--- src/hdl/rtt_pkg.sv ---
package rtt_pkg;
   localparam int DEPTH = 16;
   localparam int IDX_W = $clog2(DEPTH);
   localparam int CNT_W = IDX_W + 1;

   localparam logic [2:0] FUNC_CLEAR  = 3'd0;
   localparam logic [2:0] FUNC_PUSH   = 3'd1;
   localparam logic [2:0] FUNC_POP    = 3'd2;
   localparam logic [2:0] FUNC_SEARCH = 3'd3;
   localparam logic [2:0] FUNC_REMOVE = 3'd4;
   localparam logic [2:0] FUNC_TICK   = 3'd5;

   localparam logic [2:0] KIND_DONE    = 3'd0;
   localparam logic [2:0] KIND_RESEND  = 3'd1;
   localparam logic [2:0] KIND_TIMEOUT = 3'd2;
   localparam logic [2:0] KIND_POPPED  = 3'd3;
   localparam logic [2:0] KIND_FOUND   = 3'd4;

   localparam logic [1:0] STAT_OK       = 2'd0;
   localparam logic [1:0] STAT_NOTFOUND = 2'd1;
   localparam logic [1:0] STAT_FULL     = 2'd2;

   localparam logic [31:0] TIME_MAX = 32'hFFFF_FFFF;

   typedef struct packed {
      logic [15:0] id;
      logic [3:0]  mtype;
      logic [31:0] wait_t;
      logic [7:0]  sends;
      logic [31:0] reload;
   } slot_type;

   typedef struct packed {
      logic [15:0] id;
      logic [3:0]  mtype;
   } expired_type;
endpackage

--- src/hdl/retransmit_timer_table.sv ---
// channel  | ports                                   | beat
// request  | start, busy, req_*                      | start & !busy
// response | rsp_valid, rsp_*                        | rsp_valid, one cycle
//
// one item is taken at a time; busy holds until its last result, for a pop until its shift ends
// clear, push, unknown, and pop/search/remove on an empty table: a single done beat
// pop: walks every entry, reports the head; search: walks up to the first match; remove: walks all
// tick: walks every entry, then one timeout beat per expired entry and a done beat
// the walks use one read and one write port on the slot memory, which has a registered read,
// and read one entry per cycle
// reset (synchronous) empties the table and zeroes the stored time
// results cannot be stalled; each shows for exactly one cycle
module retransmit_timer_table (
   input  logic        clock,
   input  logic        reset,
   input  logic        start,
   output logic        busy,
   input  logic [2:0]  req_func,
   input  logic [15:0] req_packet_id,
   input  logic [3:0]  req_msg_type,
   input  logic [7:0]  req_send_count,
   input  logic [31:0] req_initial_wait,
   input  logic [31:0] req_reload_time,
   input  logic [31:0] req_sys_time,
   output logic        rsp_valid,
   output logic [2:0]  rsp_kind,
   output logic [15:0] rsp_entry_id,
   output logic [3:0]  rsp_entry_type,
   output logic [7:0]  rsp_sends_left,
   output logic [31:0] rsp_wait_left,
   output logic [1:0]  rsp_status,
   output logic        rsp_is_empty,
   output logic        rsp_last
);
   import rtt_pkg::*;

   localparam logic [2:0] ST_IDLE   = 3'd0;
   localparam logic [2:0] ST_WALK   = 3'd1;  // read stream over the table
   localparam logic [2:0] ST_EXP    = 3'd2;  // emit deferred timeouts
   localparam logic [2:0] ST_FINAL  = 3'd3;  // closing done beat
   localparam logic [2:0] ST_EXPRD  = 3'd4;  // expired buffer read latency

   logic [2:0]       state_ff, state_in;
   logic [2:0]       func_ff, func_in;
   logic [15:0]      key_id_ff, key_id_in;
   logic [3:0]       key_type_ff, key_type_in;
   logic [31:0]      elapsed_ff, elapsed_in;
   logic [CNT_W-1:0] total_ff, total_in;
   logic [31:0]      last_time_ff, last_time_in;
   logic [CNT_W-1:0] rd_ptr_ff, rd_ptr_in;    // next address issued
   logic             rd_vld_ff, rd_vld_in;    // data for rd_idx arrives now
   logic [CNT_W-1:0] rd_idx_ff, rd_idx_in;
   logic [CNT_W-1:0] wr_ptr_ff, wr_ptr_in;    // compaction write pointer
   logic             found_ff, found_in;      // remove: match already seen
   logic [CNT_W-1:0] nexp_ff, nexp_in;
   logic [CNT_W-1:0] exp_ptr_ff, exp_ptr_in;
   logic [1:0]       fin_status_ff, fin_status_in;

   logic             rsp_valid_ff, rsp_valid_in;
   logic [2:0]       rsp_kind_ff, rsp_kind_in;
   slot_type         rsp_slot_ff, rsp_slot_in;
   logic [1:0]       rsp_status_ff, rsp_status_in;
   logic             rsp_last_ff, rsp_last_in;

   logic             ram_we;
   logic [IDX_W-1:0] ram_waddr, ram_raddr;
   slot_type         ram_wdata, ram_rdata;
   logic             exp_we;
   logic [IDX_W-1:0] exp_waddr, exp_raddr;
   expired_type      exp_wdata, exp_rdata;

   rtt_slot_ram u_slot (
      .clock   (clock),
      .wr_en   (ram_we),
      .wr_addr (ram_waddr),
      .wr_data (ram_wdata),
      .rd_addr (ram_raddr),
      .rd_data (ram_rdata)
   );

   rtt_exp_ram u_exp (
      .clock   (clock),
      .wr_en   (exp_we),
      .wr_addr (exp_waddr),
      .wr_data (exp_wdata),
      .rd_addr (exp_raddr),
      .rd_data (exp_rdata)
   );

   logic             accept;
   logic             key_hit;
   logic             expire;
   logic [7:0]       dec_sends;
   slot_type         upd;
   logic             walk_done;

   assign accept  = start && (state_ff == ST_IDLE);
   assign key_hit = (ram_rdata.id == key_id_ff) && (ram_rdata.mtype == key_type_ff);
   assign expire  = elapsed_ff >= ram_rdata.wait_t;
   assign dec_sends = (ram_rdata.sends != 8'd0) ? ram_rdata.sends - 8'd1 : 8'd0;

   always_comb begin
      upd = ram_rdata;
      if (expire) begin
         upd.sends  = dec_sends;
         upd.wait_t = ram_rdata.reload;
      end else begin
         upd.wait_t = ram_rdata.wait_t - elapsed_ff;
      end
   end

   assign walk_done = rd_vld_ff && (rd_idx_ff + 1'b1 == total_ff);

   always_comb begin
      state_in      = state_ff;
      func_in       = func_ff;
      key_id_in     = key_id_ff;
      key_type_in   = key_type_ff;
      elapsed_in    = elapsed_ff;
      total_in      = total_ff;
      last_time_in  = last_time_ff;
      rd_ptr_in     = rd_ptr_ff;
      rd_vld_in     = 1'b0;
      rd_idx_in     = rd_ptr_ff;
      wr_ptr_in     = wr_ptr_ff;
      found_in      = found_ff;
      nexp_in       = nexp_ff;
      exp_ptr_in    = exp_ptr_ff;
      fin_status_in = fin_status_ff;
      rsp_valid_in  = 1'b0;
      rsp_kind_in   = KIND_DONE;
      rsp_slot_in   = '0;
      rsp_status_in = STAT_OK;
      rsp_last_in   = 1'b0;
      ram_we        = 1'b0;
      ram_waddr     = wr_ptr_ff[IDX_W-1:0];
      ram_wdata     = ram_rdata;
      ram_raddr     = rd_ptr_ff[IDX_W-1:0];
      exp_we        = 1'b0;
      exp_waddr     = nexp_ff[IDX_W-1:0];
      exp_wdata     = '{id: ram_rdata.id, mtype: ram_rdata.mtype};
      exp_raddr     = exp_ptr_ff[IDX_W-1:0];

      case (state_ff)
         ST_IDLE: begin
            if (accept) begin
               func_in     = req_func;
               key_id_in   = req_packet_id;
               key_type_in = req_msg_type;
               rd_ptr_in   = '0;
               wr_ptr_in   = '0;
               found_in    = 1'b0;
               nexp_in     = '0;
               exp_ptr_in  = '0;
               fin_status_in = STAT_OK;
               state_in    = ST_FINAL;
               case (req_func)
                  FUNC_CLEAR: begin
                     total_in     = '0;
                     last_time_in = req_sys_time;
                  end
                  FUNC_PUSH: begin
                     if (total_ff >= CNT_W'(DEPTH)) begin
                        fin_status_in = STAT_FULL;
                     end else begin
                        ram_we    = 1'b1;
                        ram_waddr = total_ff[IDX_W-1:0];
                        ram_wdata = '{id: req_packet_id, mtype: req_msg_type,
                                      wait_t: req_initial_wait, sends: req_send_count,
                                      reload: req_reload_time};
                        total_in  = total_ff + 1'b1;
                     end
                  end
                  FUNC_POP, FUNC_SEARCH, FUNC_REMOVE: begin
                     if (total_ff == '0) begin
                        fin_status_in = STAT_NOTFOUND;
                     end else begin
                        state_in  = ST_WALK;
                        ram_raddr = '0;
                        rd_ptr_in = CNT_W'(1);
                        rd_vld_in = 1'b1;
                        rd_idx_in = '0;
                     end
                  end
                  FUNC_TICK: begin
                     if (last_time_ff <= req_sys_time) begin
                        elapsed_in = req_sys_time - last_time_ff;
                     end else begin
                        elapsed_in = TIME_MAX - last_time_ff + req_sys_time;
                     end
                     last_time_in = req_sys_time;
                     if (total_ff != '0) begin
                        state_in  = ST_WALK;
                        ram_raddr = '0;
                        rd_ptr_in = CNT_W'(1);
                        rd_vld_in = 1'b1;
                        rd_idx_in = '0;
                     end
                  end
                  default: begin
                  end
               endcase
            end
         end
         ST_WALK: begin
            // keep streaming reads; one write per cycle lags behind
            if (rd_ptr_ff < total_ff) begin
               rd_vld_in = 1'b1;
               rd_ptr_in = rd_ptr_ff + 1'b1;
            end
            if (rd_vld_ff) begin
               case (func_ff)
                  FUNC_POP: begin
                     // shift entry i to i-1; report head
                     if (rd_idx_ff == '0) begin
                        rsp_valid_in = 1'b1;
                        rsp_kind_in  = KIND_POPPED;
                        rsp_slot_in  = ram_rdata;
                        rsp_last_in  = 1'b1;
                     end else begin
                        ram_we    = 1'b1;
                        ram_waddr = IDX_W'(rd_idx_ff - 1'b1);
                     end
                     if (walk_done) begin
                        total_in = total_ff - 1'b1;
                        state_in = ST_IDLE;
                     end
                  end
                  FUNC_SEARCH: begin
                     if (key_hit) begin
                        rsp_valid_in = 1'b1;
                        rsp_kind_in  = KIND_FOUND;
                        rsp_slot_in  = ram_rdata;
                        rsp_last_in  = 1'b1;
                        rd_vld_in    = 1'b0;
                        state_in     = ST_IDLE;
                     end else if (walk_done) begin
                        fin_status_in = STAT_NOTFOUND;
                        rd_vld_in     = 1'b0;
                        state_in      = ST_FINAL;
                     end
                  end
                  FUNC_REMOVE: begin
                     if (found_ff) begin
                        ram_we    = 1'b1;
                        ram_waddr = IDX_W'(rd_idx_ff - 1'b1);
                     end else if (key_hit) begin
                        found_in = 1'b1;
                     end
                     if (walk_done) begin
                        state_in = ST_FINAL;
                        if (found_ff || key_hit) begin
                           total_in = total_ff - 1'b1;
                        end else begin
                           fin_status_in = STAT_NOTFOUND;
                        end
                     end
                  end
                  default: begin
                     // tick
                     if (expire && dec_sends == 8'd0) begin
                        exp_we  = 1'b1;
                        nexp_in = nexp_ff + 1'b1;
                     end else begin
                        ram_we    = 1'b1;
                        ram_wdata = upd;
                        wr_ptr_in = wr_ptr_ff + 1'b1;
                        if (expire) begin
                           rsp_valid_in = 1'b1;
                           rsp_kind_in  = KIND_RESEND;
                           rsp_slot_in  = upd;
                        end
                     end
                     if (walk_done) begin
                        total_in = wr_ptr_in;
                        exp_raddr = '0;
                        exp_ptr_in = '0;
                        state_in = (nexp_in != '0) ? ST_EXPRD : ST_FINAL;
                     end
                  end
               endcase
            end
         end
         ST_EXPRD: begin
            exp_raddr  = exp_ptr_ff[IDX_W-1:0];
            exp_ptr_in = exp_ptr_ff + 1'b1;
            state_in   = ST_EXP;
         end
         ST_EXP: begin
            rsp_valid_in   = 1'b1;
            rsp_kind_in    = KIND_TIMEOUT;
            rsp_slot_in.id    = exp_rdata.id;
            rsp_slot_in.mtype = exp_rdata.mtype;
            exp_raddr  = exp_ptr_ff[IDX_W-1:0];
            exp_ptr_in = exp_ptr_ff + 1'b1;
            if (exp_ptr_ff == nexp_ff) begin
               state_in = ST_FINAL;
            end
         end
         ST_FINAL: begin
            rsp_valid_in  = 1'b1;
            rsp_kind_in   = KIND_DONE;
            rsp_status_in = fin_status_ff;
            rsp_last_in   = 1'b1;
            state_in      = ST_IDLE;
         end
         default: begin
            state_in = ST_IDLE;
         end
      endcase
   end

   always_ff @(posedge clock) begin
      if (reset) begin
         state_ff     <= ST_IDLE;
         total_ff     <= '0;
         last_time_ff <= '0;
         rd_vld_ff    <= 1'b0;
         rsp_valid_ff <= 1'b0;
      end else begin
         state_ff     <= state_in;
         total_ff     <= total_in;
         last_time_ff <= last_time_in;
         rd_vld_ff    <= rd_vld_in;
         rsp_valid_ff <= rsp_valid_in;
      end
   end

   always_ff @(posedge clock) begin
      func_ff       <= func_in;
      key_id_ff     <= key_id_in;
      key_type_ff   <= key_type_in;
      elapsed_ff    <= elapsed_in;
      rd_ptr_ff     <= rd_ptr_in;
      rd_idx_ff     <= rd_idx_in;
      wr_ptr_ff     <= wr_ptr_in;
      found_ff      <= found_in;
      nexp_ff       <= nexp_in;
      exp_ptr_ff    <= exp_ptr_in;
      fin_status_ff <= fin_status_in;
      rsp_kind_ff   <= rsp_kind_in;
      rsp_slot_ff   <= rsp_slot_in;
      rsp_status_ff <= rsp_status_in;
      rsp_last_ff   <= rsp_last_in;
   end

   // a last beat retires the item; busy falls with it, but a pop stays busy until its shift is done
   assign busy           = (state_ff != ST_IDLE) || (rsp_valid_ff && !rsp_last_ff);
   assign rsp_valid      = rsp_valid_ff;
   assign rsp_kind       = rsp_kind_ff;
   assign rsp_entry_id   = rsp_slot_ff.id;
   assign rsp_entry_type = rsp_slot_ff.mtype;
   assign rsp_sends_left = rsp_slot_ff.sends;
   assign rsp_wait_left  = rsp_slot_ff.wait_t;
   assign rsp_status     = rsp_status_ff;
   assign rsp_is_empty   = (total_ff == '0);
   assign rsp_last       = rsp_last_ff;

   a_count_bound: assert property (@(posedge clock) disable iff (reset)
      total_ff <= CNT_W'(DEPTH)) else $error("entry count above depth");
   a_busy_on_accept: assert property (@(posedge clock) disable iff (reset)
      accept |=> busy || (rsp_valid && rsp_last)) else $error("item lost");
   // a pop reports the head while the rest of the table still shifts up
   a_last_ends: assert property (@(posedge clock) disable iff (reset)
      rsp_valid && rsp_last |-> state_ff == ST_IDLE ||
         (state_ff == ST_WALK && func_ff == FUNC_POP)) else $error("last beat early");
   a_nexp_bound: assert property (@(posedge clock) disable iff (reset)
      nexp_ff <= CNT_W'(DEPTH)) else $error("expired count overflow");
endmodule

--- src/hdl/rtt_slot_ram.sv ---
module rtt_slot_ram (
   input  logic                 clock,
   input  logic                 wr_en,
   input  logic [rtt_pkg::IDX_W-1:0] wr_addr,
   input  rtt_pkg::slot_type    wr_data,
   input  logic [rtt_pkg::IDX_W-1:0] rd_addr,
   output rtt_pkg::slot_type    rd_data
);
   import rtt_pkg::*;

   slot_type mem [DEPTH];
   slot_type rd_data_ff;

   always_ff @(posedge clock) begin
      if (wr_en) begin
         mem[wr_addr] <= wr_data;
      end
      rd_data_ff <= mem[rd_addr];
   end

   assign rd_data = rd_data_ff;
endmodule

--- src/hdl/rtt_exp_ram.sv ---
module rtt_exp_ram (
   input  logic                 clock,
   input  logic                 wr_en,
   input  logic [rtt_pkg::IDX_W-1:0] wr_addr,
   input  rtt_pkg::expired_type wr_data,
   input  logic [rtt_pkg::IDX_W-1:0] rd_addr,
   output rtt_pkg::expired_type rd_data
);
   import rtt_pkg::*;

   expired_type mem [DEPTH];
   expired_type rd_data_ff;

   always_ff @(posedge clock) begin
      if (wr_en) begin
         mem[wr_addr] <= wr_data;
      end
      rd_data_ff <= mem[rd_addr];
   end

   assign rd_data = rd_data_ff;
endmodule

--- config.mk ---
export PLATFORM = sky130hd
export DESIGN_NAME = retransmit_timer_table
export DESIGN_NICKNAME = d
export VERILOG_FILES = /design/src/hdl/rtt_pkg.sv /design/src/hdl/retransmit_timer_table.sv /design/src/hdl/rtt_slot_ram.sv /design/src/hdl/rtt_exp_ram.sv
export SDC_FILE = /design/constraint.sdc
export NUM_CORES = 2
export LEC_CHECK = 0
export BUFFER_PORTS_ARGS = -buffer_cell sky130_fd_sc_hd__buf_2
export CORE_UTILIZATION = 35
export CTS_CLUSTER_SIZE = 40
export DETAILED_ROUTE_END_ITERATION = 10
export GPL_ROUTABILITY_DRIVEN = 1
export GPL_TIMING_DRIVEN = 0
export PLACE_DENSITY = 0.55
export SYNTH_ARGS = -nofsm -noshare
export SYNTH_HDL_FRONTEND = slang
export SYNTH_SLANG_ARGS = --single-unit
export TNS_END_PERCENT = 1
--- constraint.sdc ---
create_clock -name clock -period 8.44 [get_ports clock]
set_clock_uncertainty 0.15 [all_clocks]
set_input_delay 1.266 -clock clock [delete_from_list [all_inputs] [get_ports clock]]
set_output_delay 1.266 -clock clock [all_outputs]
set_load 0.02 [all_outputs]
==> flow_summary.ini <==
[placement]
dp.cells = 10700
portBuffers = 197
place_congestion = 0.960
place_ws_ns = 1.29
dpl.hpwl_mm = 204

[logic_synthesis]
synth_area_leaders = edfxtp_1 (64%), nand2_1 (6.8%), dfxtp_1 (5.2%)
synth_compound_area_share_pct = 11.0
ys.flop_type = edfxtp_1
avgSynthCellArea_um2 = 12.3
synthMuxAreaShare_pct = 1.61
synthAdderAreaFrac_pct = 1.26
synth_top_family_by_area = simple AND/OR/NAND/NOR gates
netlist.top_cell.by_area = edfxtp_1
syn_nets = 7317
synth_seq_area_share_pct = 69.6
synth_cell_types = 90
ys_seq_elements = 2095
synthArstFlopShare_pct = 0
yosysTopAreaCellShare_pct = 64.4
netlist_instances = 7101
synth-edff-count = 1870
yosys_warnings = 0
synthSimpleGateAreaFrac_pct = 12.8
post_synth_xor_area_fraction_pct = 1.05
synth_area_mm2 = 0.0871

[critical_path]
path_cells = or2_2 > or2_1 > clkbuf_1 > inv_1 > nand3b_1 > nor3_1 > a221o_1 > nand2b_1 > nor2_4 > buf_12 > buf_12 > buf_12
crit_top_cell = buf_12
crit_path_end_kind = register
critPathArrivalTime_ns = 6.76
worstSetupStartpoint = state_ff[1]
r2r-start = state_ff[1]
path_buf_inv = 5
crit_type = reg2reg
crit_path_start_kind = register
cp_max_fo = 27
slowest_delay_ns = 1.02
critPathSlowestCell = inv_1
cp.required_ns = 8.86
critical_path.top_delay_family = simple AND/OR/NAND/NOR gates

[final_layout]
syn2layout_area_growth_pct = 16.0
nNetsFinal = 7815
multiInputGateArea_mm2 = 0.0244
finish.utilization_pct = 41.0
final.fill_count = 23300
finalNonFillerCells = 11100
drive_above_1_share_pct = 10.1
seq_area_mm2 = 0.0607

[status]
violations = max-capacitance violations, max-slew violations
status = finished, violations left

[detailed_routing]
ant_nets = 0
wl_mm = 283
drt_pass1_iterations = 8
routedWlPerCell_um = 25.5
route.detailed.drc = 0
drt_iter0_drc = 6661
viasPerCell = 5.40
routed-via-count = 60000

[die]
core_mm2 = 0.247
ios = 199
die_y_um = 501
initial_core_util_pct = 35.3
rows = 182
dieWidth_um = 501
dieArea_mm2 = 0.251

[clocking]
hold_buffers = 0
cts_tree = built
path_clk_slew_ns = 0.06
post_cts_buffers = 0
root_buffer = clkbuf_16
clkSinkCount = 2095
clk_latency_ns = 0.87
h-tree-depth = 4
cts_resized = 0
cts_buffers = 212
ctsLongestPathBuffers = 3

[pwr]
p_leak_nw = 33.9
ir_worst_vdd_uv = 290
fin_total_pwr_mw = 37.3
powerDensity_mw_per_mm2 = 369

[global_routing]
grt_pass1_vias = 57700
grtUsageTotal_pct = 22.2
grt_pass1_wl_mm = 406
grt_antenna_before_repair = 21
grt_start_max_net_pins = 33
grt.overflow.total = 0

[timing]
tightest_slew_ns = 1.64
fmax_mhz = 158
fin_ws_ns = 2.10
fin_crit_sh_pct = 75.1
setup_violations = 0
drv_slew = 7
rsz0062_at_grt = no
finalCriticalPeriod_ns = 6.34
whs_ns = 0.305
maxSlewHeadroom_pct = -9.76
finalHoldViolations = 0

[hold_path]
min_from = last_time_ff[11]
hold_class = reg2reg

[flow_run]
maxCapViolCount = 1
==> final timing paths <==
check                      endpoint  slack [ns]  cells after the start
setup / recovery  u_slot.mem[7][40]        2.10                     12
hold / removal     last_time_ff[11]        0.31                      2
setup reg to reg  u_slot.mem[7][40]        2.10                     12
hold reg to reg    last_time_ff[11]        0.31                      2
==> cells by family after synthesis <==
family | after synthesis
buffers and inverters | 589
adders and majority gates | 86
muxes | 87
DFF | 2095
AOI/OAI and AO/OA | 1433
and+or+nand+nor | 2707
xor gates and xnor gates | 104
==> synth_stat cells (all sizes together), types with 4 or more instances <==
cell / count
edfxtp: 1870
a211oi: 56
a31o: 4
ha: 83
nor3: 30
o22ai: 45
a221o: 10
nand2: 1585
clkbuf: 390
a311oi: 96
a21o: 48
dfxtp: 225
and2: 46
a21boi: 5
a31oi: 146
nor4: 8
a32oi: 4
o211ai: 378
a41oi: 5
mux2i: 25
o311ai: 4
buf: 95
mux2: 22
or2: 8
nor2b: 20
nand2b: 26
a22o: 47
inv: 104
a21oi: 450
nand4: 19
and4: 5
nand3: 405
mux4: 40
and3: 13
xnor2: 52
xor2: 52
a22oi: 17
or3: 15
o21bai: 11
o21a: 5
nor2: 518
o31ai: 8
o21ai: 63
==> power by group <==
part	total (mW)	switching, mW	internal [mW]	leakage, nW
clock	9.47	4.08	5.39	3.41
combinational	13.0	9.52	3.49	11.8
sequential	14.8	1.20	13.6	18.7
total	37.3	14.8	22.5	33.9
==> per-layer routing <==
layer	share of wire, %	vias to the layer above	global-route usage [%]
met5	0.013	-	0
met2	46	2392	35.0
met3	8.3	399	4.98
met4	3.4	6	7.57
li1	-	27200	-
met1	42	30000	30.0
==> placed cells by master, fill, tap and decap left out, types with 19 or more instances in the layout <==
cell type and instances:
o22ai_1 45, dfxtp_1 225, clkbuf_2 26, clkinv_2 39
a21o_1 47, buf_2 228, mux2_2 22, nand4_1 19
buf_12 47, and2_1 19, nor2b_1 20, o211ai_1 378
nand2b_1 26, mux2i_1 25, inv_1 102, buf_1 63
clkbuf_1 422, a22o_1 47, a31oi_1 144, nand3_1 405
xor2_1 52, xnor2_1 52, clkbuf_16 218, and2_0 27
mux4_2 40, nand2_1 1584, nor2_1 487, nor3_1 22
edfxtp_1 1870, clkinv_1 33, ha_1 83, a211oi_1 56
a311oi_1 95, o21ai_0 46, a21oi_1 448
==> worst min-delay path: cells and delay by family (launching register included) <==
family	cells	cell delay (ns)
AND/OR/NAND/NOR	1	0.05
flip-flops	1	0.31
AO/OA/AOI/OAI	1	0.05
==> area by class of cell <==
type | instances | share of cell area, %
Sequential cell | 2095 | 60.0
Multi-Input combinational cell | 4417 | 24.2
Timing Repair Buffer | 284 | 2.52
Clock inverter | 105 | 1.07
Tap cell | 3312 | 4.10
Clock buffer | 293 | 5.84
Antenna cell | 12 | 0.0297
Inverter | 104 | 0.386
Buffer | 485 | 1.88
==> state kept, by name, indices dropped and copies added (netlist names), 4 cells and up <==
signal / cells
u_slot.rd_data: 92
key_id_ff: 16
u_exp.mem: 320
wr_ptr_ff: 5
rd_idx_ff: 5
total_ff: 5
rsp_entry_type: 4
u_slot.mem: 1472
rsp_sends_left: 8
rd_ptr_ff: 5
elapsed_ff: 32
u_exp.rd_data: 20
key_type_ff: 4
last_time_ff: 32
rsp_wait_left: 32
exp_ptr_ff: 5
rsp_entry_id: 16
nexp_ff: 5
==> stage by stage <==
stage	setup TNS (ns)	area (um^2)
2_1_floorplan	0	87100
3_3_place_gp	-5451.02	92300
3_5_place_dp	0	94100
4_1_cts	0	101000
5_1_grt	0	101000
6_report	0	101000
(Power assumes the default switching activity.)
